**src/rtl/core/bsa_pkg.sv**
```systemverilog
package bsa_pkg;

    localparam int SLOT_COUNT    = 256;
    localparam int WORD_COUNT    = 4;
    localparam int BITS_PER_WORD = 64;
    localparam int ID_SPACE      = 1024;

    localparam int ID_W    = 10;
    localparam int COUNT_W = 11;
    localparam int BIT_W   = 6;
    localparam int WIDX_W  = (WORD_COUNT > 1) ? $clog2(WORD_COUNT) : 1;

    // lowest of the slot count, the bitmap capacity and the id space
    localparam int CAP_SLOTS    = WORD_COUNT * BITS_PER_WORD;
    localparam int LIMIT_A      = (CAP_SLOTS < SLOT_COUNT) ? CAP_SLOTS : SLOT_COUNT;
    localparam int USABLE_LIMIT = (ID_SPACE < LIMIT_A) ? ID_SPACE : LIMIT_A;
    localparam int LAST_WORD    = (USABLE_LIMIT - 1) / BITS_PER_WORD;

    localparam logic [1:0] ST_OK       = 2'd0;
    localparam logic [1:0] ST_FULL     = 2'd1;
    localparam logic [1:0] ST_RANGE    = 2'd2;
    localparam logic [1:0] ST_NOT_USED = 2'd3;

    typedef struct packed {
        logic       load;       // capture request, set word index
        logic       set_bit;    // grant the found slot
        logic       clr_bit;    // release the requested slot
        logic       next_word;  // move scan to the next word
        logic       emit;       // write the output register
        logic [1:0] code;       // status to emit
    } bsa_cmd_t;

    typedef struct packed {
        logic is_release;
        logic hit;
        logic last_word;
        logic range_err;
        logic bit_used;
        logic out_free;
    } bsa_stat_t;

    // usable bits of word w
    function automatic logic [BITS_PER_WORD-1:0] usable_mask(input logic [WIDX_W-1:0] w);
        logic [BITS_PER_WORD-1:0] m;
        int                       b;
        m = '0;
        for (b = 0; b < BITS_PER_WORD; b++)
        begin
            m[b] = ((int'(w) * BITS_PER_WORD + b) < USABLE_LIMIT);
        end
        return m;
    endfunction

endpackage

```
**src/rtl/core/bsa_ctrl.sv**
```systemverilog
module bsa_ctrl (
    input  logic              clk,
    input  logic              rst_n,
    input  logic              in_valid,
    output logic              in_ready,
    input  bsa_pkg::bsa_stat_t stat,
    output bsa_pkg::bsa_cmd_t  cmd
);
    import bsa_pkg::*;

    typedef enum logic [0:0] {
        S_IDLE,
        S_WORK
    } state_t;

    state_t state_reg;
    state_t state_next;

    assign in_ready = (state_reg == S_IDLE);

    always_comb
    begin
        state_next = state_reg;
        cmd        = '0;
        cmd.code   = ST_OK;
        unique case (state_reg)
            S_IDLE:
            begin
                if (in_valid)
                begin
                    cmd.load   = 1'b1;
                    state_next = S_WORK;
                end
            end
            S_WORK:
            begin
                if (stat.out_free)
                begin
                    if (stat.is_release)
                    begin
                        cmd.emit   = 1'b1;
                        state_next = S_IDLE;
                        priority if (stat.range_err)
                            cmd.code = ST_RANGE;
                        else if (!stat.bit_used)
                            cmd.code = ST_NOT_USED;
                        else
                        begin
                            cmd.code    = ST_OK;
                            cmd.clr_bit = 1'b1;
                        end
                    end
                    else
                    begin
                        priority if (stat.hit)
                        begin
                            cmd.set_bit = 1'b1;
                            cmd.emit    = 1'b1;
                            cmd.code    = ST_OK;
                            state_next  = S_IDLE;
                        end
                        else if (stat.last_word)
                        begin
                            cmd.emit   = 1'b1;
                            cmd.code   = ST_FULL;
                            state_next = S_IDLE;
                        end
                        else
                            cmd.next_word = 1'b1;
                    end
                end
            end
            default: state_next = S_IDLE;
        endcase
    end

    always_ff @(posedge clk or negedge rst_n)
    begin
        if (!rst_n)
            state_reg <= S_IDLE;
        else
            state_reg <= state_next;
    end

endmodule

```
**src/rtl/core/bsa_datapath.sv**
```systemverilog
module bsa_datapath (
    input  logic                       clk,
    input  logic                       rst_n,
    input  logic                       opcode,
    input  logic [bsa_pkg::ID_W-1:0]   slot_id,
    input  logic                       out_ready,
    output logic                       out_valid,
    output logic [1:0]                 status,
    output logic [bsa_pkg::ID_W-1:0]   granted_id,
    output logic [bsa_pkg::COUNT_W-1:0] live_count,
    input  bsa_pkg::bsa_cmd_t          cmd,
    output bsa_pkg::bsa_stat_t         stat
);
    import bsa_pkg::*;

    logic [BITS_PER_WORD-1:0] occ_reg [WORD_COUNT];
    logic [COUNT_W-1:0]       count_reg;
    logic [WIDX_W-1:0]        widx_reg;
    logic                     op_reg;
    logic [ID_W-1:0]          slot_reg;

    logic                     out_valid_reg;
    logic [1:0]               status_reg;
    logic [ID_W-1:0]          granted_reg;
    logic [COUNT_W-1:0]       live_reg;

    logic [BITS_PER_WORD-1:0] cur_word;
    logic [BITS_PER_WORD-1:0] free_bits;
    logic [BIT_W-1:0]         free_idx;
    logic [BIT_W-1:0]         slot_bit;
    logic [COUNT_W-1:0]       count_next;
    logic [ID_W-1:0]          id_next;

    assign cur_word  = occ_reg[widx_reg];
    assign free_bits = ~cur_word & usable_mask(widx_reg);
    assign slot_bit  = slot_reg[BIT_W-1:0];

    // lowest free bit of the current word
    always_comb
    begin
        free_idx = '0;
        for (int b = BITS_PER_WORD - 1; b >= 0; b--)
        begin
            if (free_bits[b])
                free_idx = BIT_W'(b);
        end
    end

    assign stat.is_release = op_reg;
    assign stat.hit        = |free_bits;
    assign stat.last_word  = (widx_reg == WIDX_W'(LAST_WORD));
    assign stat.range_err  = ({1'b0, slot_reg} >= (ID_W + 1)'(USABLE_LIMIT));
    assign stat.bit_used   = cur_word[slot_bit];
    assign stat.out_free   = !out_valid_reg || out_ready;

    always_comb
    begin
        count_next = count_reg;
        if (cmd.set_bit)
            count_next = count_reg + COUNT_W'(1);
        else if (cmd.clr_bit)
            count_next = count_reg - COUNT_W'(1);
    end

    assign id_next = cmd.set_bit ? ((ID_W'(widx_reg) << BIT_W) | ID_W'(free_idx)) : '0;

    always_ff @(posedge clk or negedge rst_n)
    begin
        if (!rst_n)
        begin
            for (int w = 0; w < WORD_COUNT; w++)
                occ_reg[w] <= '0;
            count_reg     <= '0;
            out_valid_reg <= 1'b0;
        end
        else
        begin
            if (cmd.set_bit)
                occ_reg[widx_reg][free_idx] <= 1'b1;
            else if (cmd.clr_bit)
                occ_reg[widx_reg][slot_bit] <= 1'b0;
            count_reg <= count_next;
            if (cmd.emit)
                out_valid_reg <= 1'b1;
            else if (out_ready)
                out_valid_reg <= 1'b0;
        end
    end

    // request and result payload
    always_ff @(posedge clk)
    begin
        if (cmd.load)
        begin
            op_reg   <= opcode;
            slot_reg <= slot_id;
            widx_reg <= opcode ? slot_id[BIT_W +: WIDX_W] : '0;
        end
        else if (cmd.next_word)
            widx_reg <= widx_reg + WIDX_W'(1);
        if (cmd.emit)
        begin
            status_reg  <= cmd.code;
            granted_reg <= id_next;
            live_reg    <= count_next;
        end
    end

    assign out_valid  = out_valid_reg;
    assign status     = status_reg;
    assign granted_id = granted_reg;
    assign live_count = live_reg;

endmodule

```
**src/rtl/core/bitmap_slot_allocator_core.sv**
```systemverilog
// first-fit slot allocator over an occupancy bitmap of 64-bit words. a word
// with opcode 0 grants the lowest free slot (status ok, granted_id, new live
// count) or reports no free slot; opcode 1 releases slot_id, reporting out of
// range or not allocated when it cannot. one result word per request. the
// block takes one request at a time: a release is accepted in the idle state and
// emits its result word at its work step once the output register is free; an
// allocate scans from word 0, one bitmap word per cycle through a 64-bit priority
// encoder while the output register is free, and emits its result when it finds
// a free bit or reaches the last usable word. a finished result sits in an output
// register, so the next request is accepted while it waits; a result still waiting
// there holds the next request at every work step, so the scan does not advance.
// bitmap and count clear at reset.
module bitmap_slot_allocator_core (
    input  logic                        clk,
    input  logic                        rst_n,
    input  logic                        in_valid,
    output logic                        in_ready,
    input  logic                        opcode,
    input  logic [bsa_pkg::ID_W-1:0]    slot_id,
    output logic                        out_valid,
    input  logic                        out_ready,
    output logic [1:0]                  status,
    output logic [bsa_pkg::ID_W-1:0]    granted_id,
    output logic [bsa_pkg::COUNT_W-1:0] live_count
);
    import bsa_pkg::*;

    // command and status between sequencer and datapath
    bsa_cmd_t  cmd;
    bsa_stat_t stat;

    // sequencer: idle, then scan or release step
    bsa_ctrl u_ctrl (
        .clk      (clk),
        .rst_n    (rst_n),
        .in_valid (in_valid),
        .in_ready (in_ready),
        .stat     (stat),
        .cmd      (cmd)
    );

    // bitmap, live count, scan index and output register
    bsa_datapath u_datapath (
        .clk        (clk),
        .rst_n      (rst_n),
        .opcode     (opcode),
        .slot_id    (slot_id),
        .out_ready  (out_ready),
        .out_valid  (out_valid),
        .status     (status),
        .granted_id (granted_id),
        .live_count (live_count),
        .cmd        (cmd),
        .stat       (stat)
    );

endmodule

```
**config.mk**
```make
export PLATFORM = sky130hd
export DESIGN_NAME = bitmap_slot_allocator_core
export DESIGN_NICKNAME = d
export VERILOG_FILES = /design/src/rtl/core/bsa_pkg.sv /design/src/rtl/core/bsa_ctrl.sv /design/src/rtl/core/bsa_datapath.sv /design/src/rtl/core/bitmap_slot_allocator_core.sv
export SDC_FILE = /design/constraint.sdc
export NUM_CORES = 1
export LEC_CHECK = 0
export BUFFER_PORTS_ARGS = -buffer_cell sky130_fd_sc_hd__buf_2
export CORE_ASPECT_RATIO = 0.5
export CORE_MARGIN = 4
export CORE_UTILIZATION = 46
export CTS_CLUSTER_DIAMETER = 50
export DETAILED_ROUTE_END_ITERATION = 12
export PLACE_DENSITY = 0.67
export REMOVE_ABC_BUFFERS = 1
export SYNTH_ARGS = -nofsm -noshare
export SYNTH_HDL_FRONTEND = slang
export SYNTH_HIERARCHICAL = 1
export SYNTH_SLANG_ARGS = --single-unit
```
**constraint.sdc**
```tcl
create_clock -name clk -period 4.7 [get_ports clk]
set_clock_uncertainty 0.2 [all_clocks]
set_input_delay 0.705 -clock clk [delete_from_list [all_inputs] [get_ports clk]]
set_output_delay 0.705 -clock clk [all_outputs]
set_load 0.02 [all_outputs]
```
[After elaboration in Yosys (flattened, before gate mapping)]
Index checks and enable logic that the tools add are counted.
Widths: inputs -> output; s select.
Cells by class
  add/sub/neg operators: 66
  magnitude comparators: 71
  eq/ne operators: 1
  mux-type cells: 105
  bitwise operators: 8
  reductions and logical operators: 10
Operators with widths (number)
  $lt 32x10->1 const B: 63
  $mux 256: 2
  $mux 6: 66
  $add 8x6->9 const B: 32
  $and 256x256->256: 1
  $demux 64 s2: 2
  $mux 64: 4
  $not 256->256: 1
  $or 256x256->256: 1
  $add 8x5->9 const B: 16
  $bmux 64 s2: 1
  $add 8x4->9 const B: 8
  $and 64x64->64: 1
  $not 64->64: 1
  $reduce_or 64->1: 1
  $add 8x3->9 const B: 4
  $mux 11: 2
  $add 8x2->9 const B: 2
  $mux 1: 16
  $lt 6x7->1 const B: 2
  $demux 1 s6: 2
  $ge 6x1->1 const B: 2
  $add 11x1->11 const B: 1
  $sub 11x1->11 const B: 1
  other kinds (19): 29
Storage, ports and cells
  register bits after elaboration: 305
  input bits: 15
  word-level logic and storage cells: 274

[Logic depth before layout (Yosys ltp)]
  depth after elaboration: 78
  gate-level depth with buffers: 20
  mapped depth without buffers: 16

[Cells and area by module]
Netlist, hierarchy kept.
Modules (own cells, without submodules)
  bsa_datapath: times used 1, cells each 1518, area each 15214.6 um^2, seq. area each 7667.4 um^2
  bsa_ctrl: times used 1, cells each 16, area each 113.9 um^2, seq. area each 25.0 um^2

[Worst setup path before layout]
No wires, ideal clock.
  path kind: register to register
  from: register u_datapath.widx_reg[0]
  to: register u_datapath.live_reg[10] (netlist: u_datapath/live_count[10]) (data pin)
  setup time: 0.263 ns
  arrival: 3.721 ns
  slack: 0.516 ns
  stages on the path, launching flop included: 19
  buffers on the path: 4
  clock period less this slack: 4.184 ns
  path through: edfxtp_1 -> buf_4 -> buf_6 -> buf_6 -> mux4_2 -> nand4_1 -> or4_1 -> nor2_1 -> nand3_1 -> nor3b_1 -> nor2b_1 -> clkbuf_1 -> nor2b_1 -> nand2_1 -> nor4_1 -> nand2_1 -> nor3_1 -> a31oi_1 -> xnor2_1
RTL lines
  from (decl): RTL line bsa_datapath.sv:18  | logic [WIDX_W-1:0] widx_reg;
  from (signal assigned): RTL line bsa_datapath.sv:97  | widx_reg <= opcode ? slot_id[BIT_W +: WIDX_W] : '0;
  from (signal assigned): RTL line bsa_datapath.sv:100  | widx_reg <= widx_reg + WIDX_W'(1);
  to (signal assigned): RTL line bsa_datapath.sv:105  | live_reg <= count_next;
  to (decl): RTL line bsa_datapath.sv:25  | logic [COUNT_W-1:0] live_reg;

==> impl_metrics.py <==
metrics = {
    "run_status": {
        "status": "complete, but fails checks",
        "violations": "negative hold slack",
    },
    "route": {
        "wl_um": 69900,
        "firstDrtPassIters": 6,
        "viasPerCell": 7.15,
        "drt_iter0_markers": 2523,
        "drc": 0,
        "detail-route-antenna-nets": 0,
        "via_count": 14900,
        "wire_per_inst_um": 33.6,
    },
    "die": {
        "io_pins": 40,
        "start_util": 0.476,
        "die_w_um": 266,
        "die_y_um": 137,
        "core-area_mm2": 0.0322,
        "die-area_mm2": 0.0365,
        "rows": 46,
    },
    "yosys": {
        "synth_seq_cells": 301,
        "synthCells": 1534,
        "synth_top_area_cell": "dfrtp_1",
        "synthArstFlopShare": 0.894,
        "synth_top_area_frac": 0.439,
        "yosysSeqAreaShare": 0.502,
        "synth_warnings": 6,
        "ys.flop_type": "dfrtp_1",
        "synth_area_leaders": "dfrtp_1 (44%), o21ai_0 (15%), mux4_2 (9.4%)",
        "postSynthAreaPerCell_um2": 9.99,
        "synth_edf_count": 32,
        "syn_area_mm2": 0.0153,
        "ys_types": 67,
    },
    "flow_run": {
        "max_cap_viol_count": 0,
    },
    "place": {
        "place_hpwl_um": 49000,
        "dp_slack_ps": 45.7,
        "port_buffers": 37,
        "place_congestion": 1.07,
    },
    "critical_path": {
        "cp.arrival_ps": 4880,
        "cp.required_ps": 4970,
        "path_class": "reg2reg",
        "crit_path_start_kind": "register",
        "crit_path_end_kind": "register",
        "cp_max_fo": 23,
    },
    "pwr": {
        "ir_worst_vdd_mv": 0.254,
        "pwr_density_cell_mw_per_mm2": 445,
        "p_leak_uw": 0.00702,
    },
    "timing": {
        "slew_violations": 0,
        "max_freq_mhz": 217,
        "tns_ps": 0,
        "hold_viol": 11,
        "setup_violations": 0,
        "slew-limit-headroom": 0.152,
        "worst_pin_slew_ps": 1270,
        "fin_crit_ps": 4610,
        "rsz0062_at_grt": "no",
        "setup_ws_ps": 94.6,
        "hold_ws_ps": -28.7,
        "final.period_utilization": 0.980,
    },
    "grt": {
        "grt_max_degree": 115,
        "grt-busiest-layer": "met1",
        "gr-usage-all-layers": 0.382,
        "grt_pass1_wl_um": 100000,
        "antenna_found_initial": 3,
        "grt_pass1_vias": 14300,
        "grtUsageMet3": 0.188,
        "met1_usage": 0.541,
        "met2_usage": 0.517,
        "grt_overflow": 0,
    },
    "final_layout": {
        "layout-drive-gt1-share": 0.192,
        "largest_reg_flops": 256,
        "mostFrequentLayoutCells": "o21ai_0 (468), dfrtp_1 (269), nand2_1 (133), buf_4 (117), nand3_1 (71)",
        "layout_commonest_cell": "o21ai_0",
        "area_delta_synth_final_pct": 16.3,
        "fillers": 2846,
        "final_net_count": 1650,
    },
    "clocking": {
        "cts_tree": "done",
        "cts_buffer_depth": 3,
        "clk_latency_ps": 580,
        "cts_buffers": 28,
        "htree_levels": 1,
        "clock-sinks": 301,
        "cts_root_buf": "clkbuf_16",
        "path_clk_slew_ps": 70,
    },
    "min_path": {
        "min_path_type": "in2async",
    },
}
worst max-delay path, stage by stage, from the launching register on:
cell      delay [ps]
edfxtp_1         390
buf_12           200
buf_4            250
mux4_2           590
nand4_1          180
nor2_1            90
and3_1           190
inv_1             70
nor2_2            60
nand3_1          160
nor3b_2          300
buf_4            290
buf_6            300
and2_1           170
buf_4            260
nand2_1          390
o31ai_1          330
per-layer routing:
| metal | up-vias | part of all wire |
|---|---|---|
| met4 | 0 | 0.033 |
| li1 | 5948 | - |
| met2 | 1241 | 0.39 |
| met1 | 7509 | 0.40 |
| met5 | - | 0 |
| met3 | 178 | 0.18 |
area by class of cell:
class	count	area [um2]	share of cell area
tap	432	541	0.0303
timing repair buffer	172	1430	0.0799
clock buffer	40	858	0.0481
clock inverter	9	58.8	0.00330
inverter	27	101	0.00568
multi-input combinational	1099	7150	0.401
antenna	1	2.50	0.000140
sequential	301	7690	0.431
final timing paths:
| kind | from | to | slack [ps] | depth (start not counted) |
|---|---|---|---|---|
| max reg2reg | u_datapath/widx_reg[0]$_DFFE_PP_ | u_datapath/occ_reg[25]$_DFFE_PN0P_ | 90 | 16 |
| min in group clk | slot_id[1] | u_datapath/slot_reg[1]$_DFFE_PP_ | 110 | 1 |
| min | rst_n | u_datapath/occ_reg[118]$_DFFE_PN0P_ | -30 | 1 |
| max | u_datapath/widx_reg[0]$_DFFE_PP_ | u_datapath/occ_reg[25]$_DFFE_PN0P_ | 90 | 16 |
| max in group asynchronous | rst_n | u_datapath/occ_reg[74]$_DFFE_PN0P_ | 3130 | 2 |
| min reg2reg | u_datapath/count_reg[10]$_DFF_PN0_ | u_datapath/count_reg[10]$_DFF_PN0_ | 270 | 1 |
power breakdown:
part	switching, uW	internal, uW
clock network	1050	1270
registers	144	2860
logic	1930	690
total	3120	4820
logic make-up (layout without fill, tap and decap cells):
kind of cell	after synthesis	in the layout	synth area share
compound gates	645	645	0.236
xor+xnor	10	10	0.00571
fa+ha+maj	6	6	0.00490
buf+inv	135	248	0.0364
flops	301	301	0.502
mux	65	65	0.0947
other cells	1	3	0.000245
simple gates	371	371	0.120
cell usage after synthesis, types with 13 or more instances:
cell type  instances
edfxtp_1          32
a31oi_1           14
and2_1            13
clkbuf_1          86
a22oi_1           21
nand4_1           26
mux4_2            64
inv_1             27
o31ai_1           24
a21oi_1           29
nand3_1           72
dfrtp_1          269
nor2_1            38
o21ai_0          469
nand2_1          137
o21ai_1           18
nor3_1            13
metrics by stage:
stage	cells	power, uW	util	area, um2
2_1_floorplan	1427	4040	-	14900
3_3_place_gp	2029	5460	0.523	16900
3_5_place_dp	2029	5480	0.523	16900
4_1_cts	2078	7780	0.552	17800
5_1_grt	2080	8100	0.553	17800
6_report	2081	7940	0.553	17800
timing repair:
item,4_1_cts,5_1_grt
endpoints found under the setup margin,0,188
gates resized for setup,0,11
buffers inserted,0,2
hold buffers,0,0
(Power assumes the default switching activity.)
